**src/hw/rtl/mst_ram.sv**
```systemverilog
`timescale 1ns / 1ps
// Generic single-write, single-read RAM with registered read data.
// No dependencies.
module mst_ram #(
  parameter int W = 8,
  parameter int D = 16,
  localparam int AW = (D > 1) ? $clog2(D) : 1
) (
  input  logic          clk,
  input  logic          we,
  input  logic [AW-1:0] waddr,
  input  logic [W-1:0]  wdata,
  input  logic [AW-1:0] raddr,
  output logic [W-1:0]  rdata
);
  logic [W-1:0] mem [D];

  always_ff @(posedge clk) begin
    if (we) begin
      mem[waddr] <= wdata;
    end
    rdata <= mem[raddr];
  end
endmodule

```
**config.mk**
```make
export PLATFORM = sky130hd
export DESIGN_NAME = mst_ram
export DESIGN_NICKNAME = d
export VERILOG_FILES = /design/src/hw/rtl/mst_ram.sv
export SDC_FILE = /design/constraint.sdc
export NUM_CORES = 1
export LEC_CHECK = 0
export BUFFER_PORTS_ARGS = -buffer_cell sky130_fd_sc_hd__clkbuf_2
export CAP_MARGIN = 20
export CORE_UTILIZATION = 45
export DETAILED_ROUTE_END_ITERATION = 12
export GPL_TIMING_DRIVEN = 0
export REMOVE_ABC_BUFFERS = 1
export SYNTH_ARGS = -nofsm -noshare
export SYNTH_HDL_FRONTEND = slang
export SYNTH_SLANG_ARGS = --single-unit
```
**constraint.sdc**
```tcl
create_clock -name clk -period 2 [get_ports clk]
set_input_delay 0.3 -clock clk [delete_from_list [all_inputs] [get_ports clk]]
set_output_delay 0.3 -clock clk [all_outputs]
set_load 0.005 [all_outputs]
```
==> results of run 1 <==
-- power groups by stage --
stage,combinational (µW),clock [µW],sequential [µW]
after detailed placement,285,0,3260
final,280,3310,3200
after global routing,305,3480,3210
after global placement,272,0,3260
after floorplan,128,0,3260
after CTS,286,3360,3200
-- cells by family after synthesis --
family | Yosys count | synth area share, %
flops | 136 | 77.78
compound gates | 16 | 2.334
simple gates | 35 | 3.184
mux | 32 | 15.02
buf+inv | 10 | 1.677
-- flip-flops by register name, summed over array words and instances, names as in the netlist --
signal  count
mem       128
rdata       8
-- stage by stage --
step / TNS, ps / setup slack (ps) / instances / util [%]
6_report: 0 / 345.7 / 417 / 55.02
5_1_grt: 0 / 249.4 / 417 / 55.02
3_5_place_dp: -1256 / -126.7 / 385 / 49.25
3_3_place_gp: -13580 / -486.9 / 384 / 48.82
4_1_cts: 0 / 317.1 / 417 / 55.02
2_1_floorplan: 0 / 207.1 / 219 / -
-- layer usage --
metal	vias to the layer above	global-route usage [%]	routed length, µm
li1	1045	-	-
met1	1207	23.47	4013
met2	73	28.17	4622
met3	13	4.184	565
met4	0	9.556	168
met5	-	0	0
-- critical path, delay by kind of cell --
family / cells / cell delay, ps
buf+inv: 2 / 770
mux: 1 / 500
compound gates: 1 / 270
simple gates: 1 / 90
-- final cells by class --
class / instances / area [µm²] / share of cell area [%]
timing repair buffer: 26 / 152.6 / 2.526
clock inverter: 14 / 205.2 / 3.395
multi-input combinational: 83 / 1077 / 17.83
tap: 140 / 175.2 / 2.899
clock buffer: 18 / 429.2 / 7.101
sequential: 136 / 4004 / 66.25
-- cell usage after synthesis --
master / n / area, µm²
dfxtp_1: 8 / 160.2
nand3_1: 1 / 5.000
nor2_1: 13 / 48.80
buf_6: 3 / 33.78
mux4_2: 18 / 405.4
nand3b_1: 2 / 15.01
nor2b_1: 1 / 6.260
mux4_1: 14 / 367.9
a22oi_1: 16 / 120.1
nand2b_1: 2 / 12.51
and2_1: 1 / 6.260
clkdlybuf4s25_2: 3 / 30.03
or3b_2: 1 / 8.760
and2b_1: 1 / 7.510
nor3_1: 4 / 20.02
edfxtp_1: 128 / 3844
nand2_1: 9 / 33.78
buf_2: 3 / 15.01
buf_4: 1 / 7.510
-- worst min path at each step --
| stage | startpoint | endpoint | depth (start not counted) |
|---|---|---|---|
| 3_3_place_gp | mem[12][5] | rdata[5] | 3 |
| 6_report | wdata[2] | mem[0][2] | 1 |
| 5_1_grt | wdata[6] | mem[10][6] | 1 |
| 3_5_place_dp | mem[14][1] | rdata[1] | 3 |
| 2_1_floorplan | wdata[0] | mem[0][0] | 0 |
| 4_1_cts | wdata[2] | mem[0][2] | 1 |
==> out/qor.yml, run 1 <==
status:
  status: "completed"
route:
  wl_per_cell_um: 22.47
  antenna_left: 0
  vias: 2338
  wirelength_mm: 9.370
  drt_iter0_markers: 143
  route.detailed.drc: 0
  drt_first_pass_iters: 4
  post_drt_via_cell_ratio: 5.607
grt:
  track_usage_pct: 17.98
  grt_pass1_vias: 2404
  gr-total-overflow: 0
  grt_max_degree: 33
  antenna_found_initial: 0
  grt_pass1_wl_mm: 14.01
sta:
  period_needed_ps: 1654
  slew_viol_final: 0
  worst_pin_slew_ps: 947.5
  final.setup_skew_ps: 4.622
  setup_violations: 0
  hold_slack_ps: 321.3
  rsz0062_at_grt: "false"
  relSlewSlack_pct: 36.60
  final_hold_viol_count: 0
  fin_crit_sh_pct: 82.71
  max_freq_mhz: 604.5
clocking:
  post-cts-setup-buffer-count: 0
  cts_tree: "done"
  clk_latency_ps: 410
  cts_hold_buffers: 0
  cts_buffers: 17
  ctsResizeCount: 0
  cts_sinks: 136
  clkTransAtPathRegs_ps: 60
  clockBufferDepth: 2
  root_buffer: "clkbuf_16"
  cts.htree.levels: 4
critical_path:
  cp_slowest_stage_delay_ps: 520
  r2r_slack_ps: 590
  r2r_cells: 3
  startpoint: "raddr[0]"
  crit_path_end: "rdata[7]"
  path_max_fanout: 18
  crit_required_ps: 2300
  slowest_stage: "clkbuf_2"
  r2r-end: "rdata[2]"
  timing.rr.start: "mem[2][2]"
  cp.arrival_ps: 1950
  crit_type: "in -> reg"
  cp_cell_sequence: "clkbuf_2, buf_16, mux4_2, a22oi_1, nand2_1"
  worstSetupEndpointType: "flop"
  startpoint_type: "input port"
finish:
  n_antenna_cell: 0
  final_nets: 282
  final_common_cell: "edfxtp_1"
  final_area_um2: 6043
  layout-drive-gt1-share_pct: 28.88
  final_cell_mix: "edfxtp_1, clkbuf_2, mux4_2"
  area_growth_pct: 17.40
  fillers: 848
pwr:
  total_power_uw: 6792
  swShare_pct: 18.96
  p_seq_share_pct: 47.2
  vdd_drop_max_mv: 0.6237
  p_per_area_nw_per_um2: 1124
  clkPwrFrac_pct: 48.7
  share_comb_of_total_power_pct: 4.1
  internal_power_uw: 5504
  p_switching_uw: 1288
  leakagePower_uw: 0.002028
logic_synthesis:
  yosysWarningCount: 0
  netlist-cell-type-count: 19
  ys_seq_area_share_pct: 77.78
  synth-seq-cells: 136
  postSynthAreaPerCell_um2: 22.48
  syn_inst: 229
  syn_area_um2: 5147
placed_design:
  post_dp_cell_area_um2: 5409
  io_buffers: 25
  gp_congestion: 0.6955
  dp_hpwl_mm: 5.717
die:
  fp.dieW_um: 109.0
  row_count: 38
  die_h_um: 109.0
  die_area_um2: 11870
  core-area_um2: 10980
  initial_utilization_pct: 46.87
  ioPinCount: 26
flow_run:
  cap_violations: 0
worst_hold_path:
  hold_class: "in -> reg"
(Power assumes the default switching activity.)
==> run 2, diff against run 1 <==
==> constraint.sdc (replaced) <==
create_clock -name clk -period 1.5 [get_ports clk]
set_input_delay 0.225 -clock clk [delete_from_list [all_inputs] [get_ports clk]]
set_output_delay 0.225 -clock clk [all_outputs]
set_load 0.005 [all_outputs]
==> out/qor.yml, run 2 (synthesis gave the netlist of run 1 again) <==
critical_path:
  cp.arrival_ps: 1730
  path_max_fanout: 1
  cp_top_family: "multiplexers"
  timing.rr.start: "mem[1][2]"
  critPathBufInv: 0
  cp_cell_sequence: "mux4_1, a22oi_1, nand2_1"
  cp_slowest_stage_delay_ps: 540
  r2r-end: "rdata[2]"
  slowest_stage: "mux4_1"
  startpoint: "mem[1][2]"
  r2r_cells: 3
  crit_path_end: "rdata[2]"
  startpoint_type: "flop"
  crit_required_ps: 1790
  r2r_slack_ps: 60
  worstSetupEndpointType: "flop"
  crit_type: "reg -> reg"
  cp_num_cells: 3
flow_run:
  cap_violations: 0
route:
  vias: 2370
  antenna_left: 0
  drt_iter0_markers: 144
  route.detailed.drc: 0
  wl_per_cell_um: 22.61
  post_drt_via_cell_ratio: 5.683
  drt_first_pass_iters: 4
  wirelength_mm: 9.429
pwr:
  total_power_uw: 9065
  p_per_area_nw_per_um2: 1496
  leakagePower_uw: 0.002031
  vdd_drop_max_mv: 0.8318
placed_design:
  place_ws_ps: -551.7
  dp_hpwl_mm: 5.717
  gp_congestion: 0.6955
  io_buffers: 25
finish:
  area_growth_pct: 17.72
  final_common_cell: "edfxtp_1"
  fin_util_pct: 55.17
  final_nets: 282
  largest_reg_flops: 128
  final_cell_mix: "edfxtp_1, clkbuf_2, mux4_2"
  n_antenna_cell: 0
  top_regs: "mem: 128 flops, rdata: 8 flops"
  layout-drive-gt1-share_pct: 29.96
  top_register: "mem"
die:
  fp.dieW_um: 109.0
  core-area_um2: 10980
  row_count: 38
  die_area_um2: 11870
  ioPinCount: 26
  initial_utilization_pct: 46.87
  die_h_um: 109.0
clocking:
  root_buffer: "clkbuf_16"
  clkTransAtPathRegs_ps: 60
  clk_latency_ps: 410
  cts_hold_buffers: 0
  cts.htree.levels: 4
  post-cts-setup-buffer-count: 0
  cts_tree: "done"
  cts_buffers: 17
  clockBufferDepth: 2
  cts_sinks: 136
sta:
  setup_violations: 0
  relSlewSlack_pct: 37.05
  setup_tns_ps: 0
  max_freq_mhz: 695.2
  final_hold_viol_count: 0
  slew_viol_final: 0
  worst_slack_ps: 61.54
  rsz0062_at_grt: "false"
  fin_crit_sh_pct: 95.90
  worst_pin_slew_ps: 940.8
  final.setup_skew_ps: 3.891
  period_needed_ps: 1438
  hold_slack_ps: 242.0
grt:
  track_usage_pct: 18.11
  gr-total-overflow: 0
  antenna_found_initial: 0
  grt_max_degree: 33
  grt_pass1_wl_mm: 14.12
  grt_pass1_vias: 2421
status:
  status: "completed"
worst_hold_path:
  hold_class: "in -> reg"
## run 2: changes by cell type in the layout (fill, tap and decap cells not counted), sizes merged
| cell | delta |
|---|---|
| buf | +1 |
| clkbuf | -1 |
## run 2: what timing repair did
action                                  CTS  global route
endpoints found under the setup margin   21             4
resized for setup                         5             1
pin swaps                                 0             0
## run 2: worst register-to-register path, stage by stage (launching register included)
cell and delay (ps):
edfxtp_1 360, mux4_1 540, a22oi_1 340, nand2_1 90
## run 2: area by class of cell
| class | instances | area, µm² |
|---|---|---|
| sequential | 136 | 4004 |
| clock inverter | 14 | 205.2 |
| multi-input combinational | 83 | 1091 |
| clock buffer | 18 | 429.2 |
| fill | 848 | 4923 |
| timing repair buffer | 26 | 155.1 |
| tap | 140 | 175.2 |
## run 2: how the worst min path moves through the flow
stage	end	from	depth (start not counted)
detailed placement	rdata[0]	rdata[0]	1
global placement	rdata[6]	rdata[6]	1
finish	mem[0][2]	wdata[2]	1
floorplan	mem[0][0]	wdata[0]	0
CTS	mem[0][2]	wdata[2]	1
global route	mem[10][6]	wdata[6]	1
## run 2: per-layer routing
metal / GRT usage, % / vias to the layer above / part of all wire, % / wire, µm
li1: - / 1045 / - / -
met1: 23.60 / 1245 / 45 / 4238
met2: 28.57 / 65 / 50 / 4682
met3: 4.065 / 15 / 3.3 / 313
met4: 9.556 / 0 / 2.1 / 195
met5: 0 / - / 0 / 0
## run 2: metrics by stage
| step | instances | instance area [µm²] |
|---|---|---|
| finish | 417 | 6060 |
| global route | 417 | 6060 |
| CTS | 417 | 6060 |
| detailed placement | 385 | 5409 |
| global placement | 384 | 5361 |
| floorplan | 219 | 5061 |
## run 2: report_power, final
part           internal, µW  switching [µW]  total, µW  leakage (µW)
combinational           159             220        379      0.000494
sequential             4250            19.4       4270       0.00122
clock                  2930            1490       4420      0.000313
total                  7340            1730       9070       0.00203
==> run 3, diff against run 2 <==
--- a/config.mk
+++ b/config.mk
@@ -10,7 +10,9 @@
 export CORE_UTILIZATION = 45
 export DETAILED_ROUTE_END_ITERATION = 12
 export GPL_TIMING_DRIVEN = 0
+export PLACE_DENSITY = 0.63
 export REMOVE_ABC_BUFFERS = 1
+export SLEW_MARGIN = 0
 export SYNTH_ARGS = -nofsm -noshare
 export SYNTH_HDL_FRONTEND = slang
 export SYNTH_SLANG_ARGS = --single-unit
==> constraint.sdc (replaced) <==
create_clock -name clk -period 1.8 [get_ports clk]
set_input_delay 0.27 -clock clk [delete_from_list [all_inputs] [get_ports clk]]
set_output_delay 0.27 -clock clk [all_outputs]
set_load 0.005 [all_outputs]
==> out/qor.yml, run 3 (synthesis gave the netlist of run 1 again) <==
status:
  status: "completed"
route:
  antenna_left: 0
  drt_first_pass_iters: 4
  wirelength_mm: 9.748
  drt_iter0_markers: 124
  post_drt_via_cell_ratio: 5.722
  vias: 2386
  wl_per_cell_um: 23.38
  route.detailed.drc: 0
critical_path:
  path_max_fanout: 8
  crit_required_ps: 1820
  cp.arrival_ps: 1670
  crit_type: "in -> reg"
  startpoint_type: "input port"
  worstSetupEndpointType: "flop"
grt:
  grt_pass1_wl_mm: 14.68
  gr-total-overflow: 0
  grt_max_degree: 33
  grt_pass1_vias: 2396
  track_usage_pct: 18.43
  antenna_found_initial: 0
finish:
  fin_util_pct: 53.94
  final_nets: 283
  final_cell_mix: "edfxtp_1, clkbuf_2, mux4_2"
  top_register: "mem"
  top_regs: "mem: 128 flops, rdata: 8 flops"
  layout-drive-gt1-share_pct: 26.71
  largest_reg_flops: 128
  area_growth_pct: 15.09
  final_common_cell: "edfxtp_1"
  n_antenna_cell: 0
die:
  fp.dieW_um: 109.0
  core-area_um2: 10980
  ioPinCount: 26
  die_area_um2: 11870
  die_h_um: 109.0
  initial_utilization_pct: 46.87
  row_count: 38
pwr:
  p_switching_uw: 1406
  internal_power_uw: 5535
  p_seq_share_pct: 51.3
  vdd_drop_max_mv: 0.9792
  swShare_pct: 20.26
  leakagePower_uw: 0.001964
  total_power_uw: 6941
  p_per_area_nw_per_um2: 1172
  share_comb_of_total_power_pct: 4.5
  clkPwrFrac_pct: 44.2
clocking:
  root_buffer: "clkbuf_16"
  cts_sinks: 136
  cts.htree.levels: 4
  clockBufferDepth: 2
  cts_tree: "done"
  clk_latency_ps: 400
  clkTransAtPathRegs_ps: 60
  cts_buffers: 17
  ctsResizeCount: 0
  cts_hold_buffers: 0
  post-cts-setup-buffer-count: 0
placed_design:
  io_buffers: 25
  dp_hpwl_mm: 5.823
  gp_congestion: 0.6752
sta:
  slew_viol_final: 0
  period_needed_ps: 1652
  final.setup_skew_ps: 6.960
  worst_pin_slew_ps: 989.0
  hold_slack_ps: 310.1
  fin_crit_sh_pct: 91.79
  rsz0062_at_grt: "false"
  relSlewSlack_pct: 33.82
  max_freq_mhz: 605.3
  final_hold_viol_count: 0
  setup_violations: 0
  setup_tns_ps: 0
worst_hold_path:
  hold_class: "in -> reg"
flow_run:
  cap_violations: 0
[run 3: cell count changes in the layout (fill, tap and decap cells not counted), moves of 2 or more]
cell	before	now
bufinv_16	5	1
clkinv_1	0	3
nor2_1	10	13
nor2_2	3	0
clkbuf_1	1	3
clkbuf_2	23	25
clkinv_2	6	4
clkinv_4	2	0
clkinvlp_4	1	3
[run 3: final cells by class]
class	instances	area [µm²]
Clock inverter	11	83.83
Tap cell	140	175.2
Clock buffer	20	436.7
Sequential cell	136	4004
Fill cell	856	5059
Timing Repair Buffer	27	152.6
Multi-Input combinational cell	83	1072
[run 3: metrics by stage]
stage               instances  cell area (µm²)  setup slack, ps
floorplan                 219             5061            37.13
global placement          384             5361           -714.9
detailed placement        386             5404           -333.0
CTS                       417             5924            111.3
global route              417             5924            44.81
finish                    417             5924            147.8
[run 3: critical path, stage by stage]
cell      delay, ps
clkbuf_2        100
or3b_2          530
nor2_1          770
[run 3: worst paths after layout]
kind              start   endpoint  slack, ps  depth (start not counted)
min reg2reg  mem[15][5]   rdata[5]        680                          3
max            waddr[2]  mem[2][0]        150                          3
min            wdata[4]  mem[4][4]        310                          1
max reg2reg   mem[1][0]   rdata[0]        390                          3
[run 3: power by group through the flow]
stage	Clock (µW)	Sequential [µW]	Combinational (µW)
global placement	0	3620	306
finish	3070	3560	314
CTS	3110	3560	318
floorplan	0	3620	142
detailed placement	0	3630	317
global route	3220	3570	342
[run 3: routing by layer]
metal / track usage, % / share of wire, % / vias up
li1: - / - / 1053
met3: 5.798 / 5.9 / 9
met1: 25.89 / 46 / 1239
met4: 6.757 / 1.3 / 0
met2: 27.18 / 47 / 85
met5: 0 / 0 / -
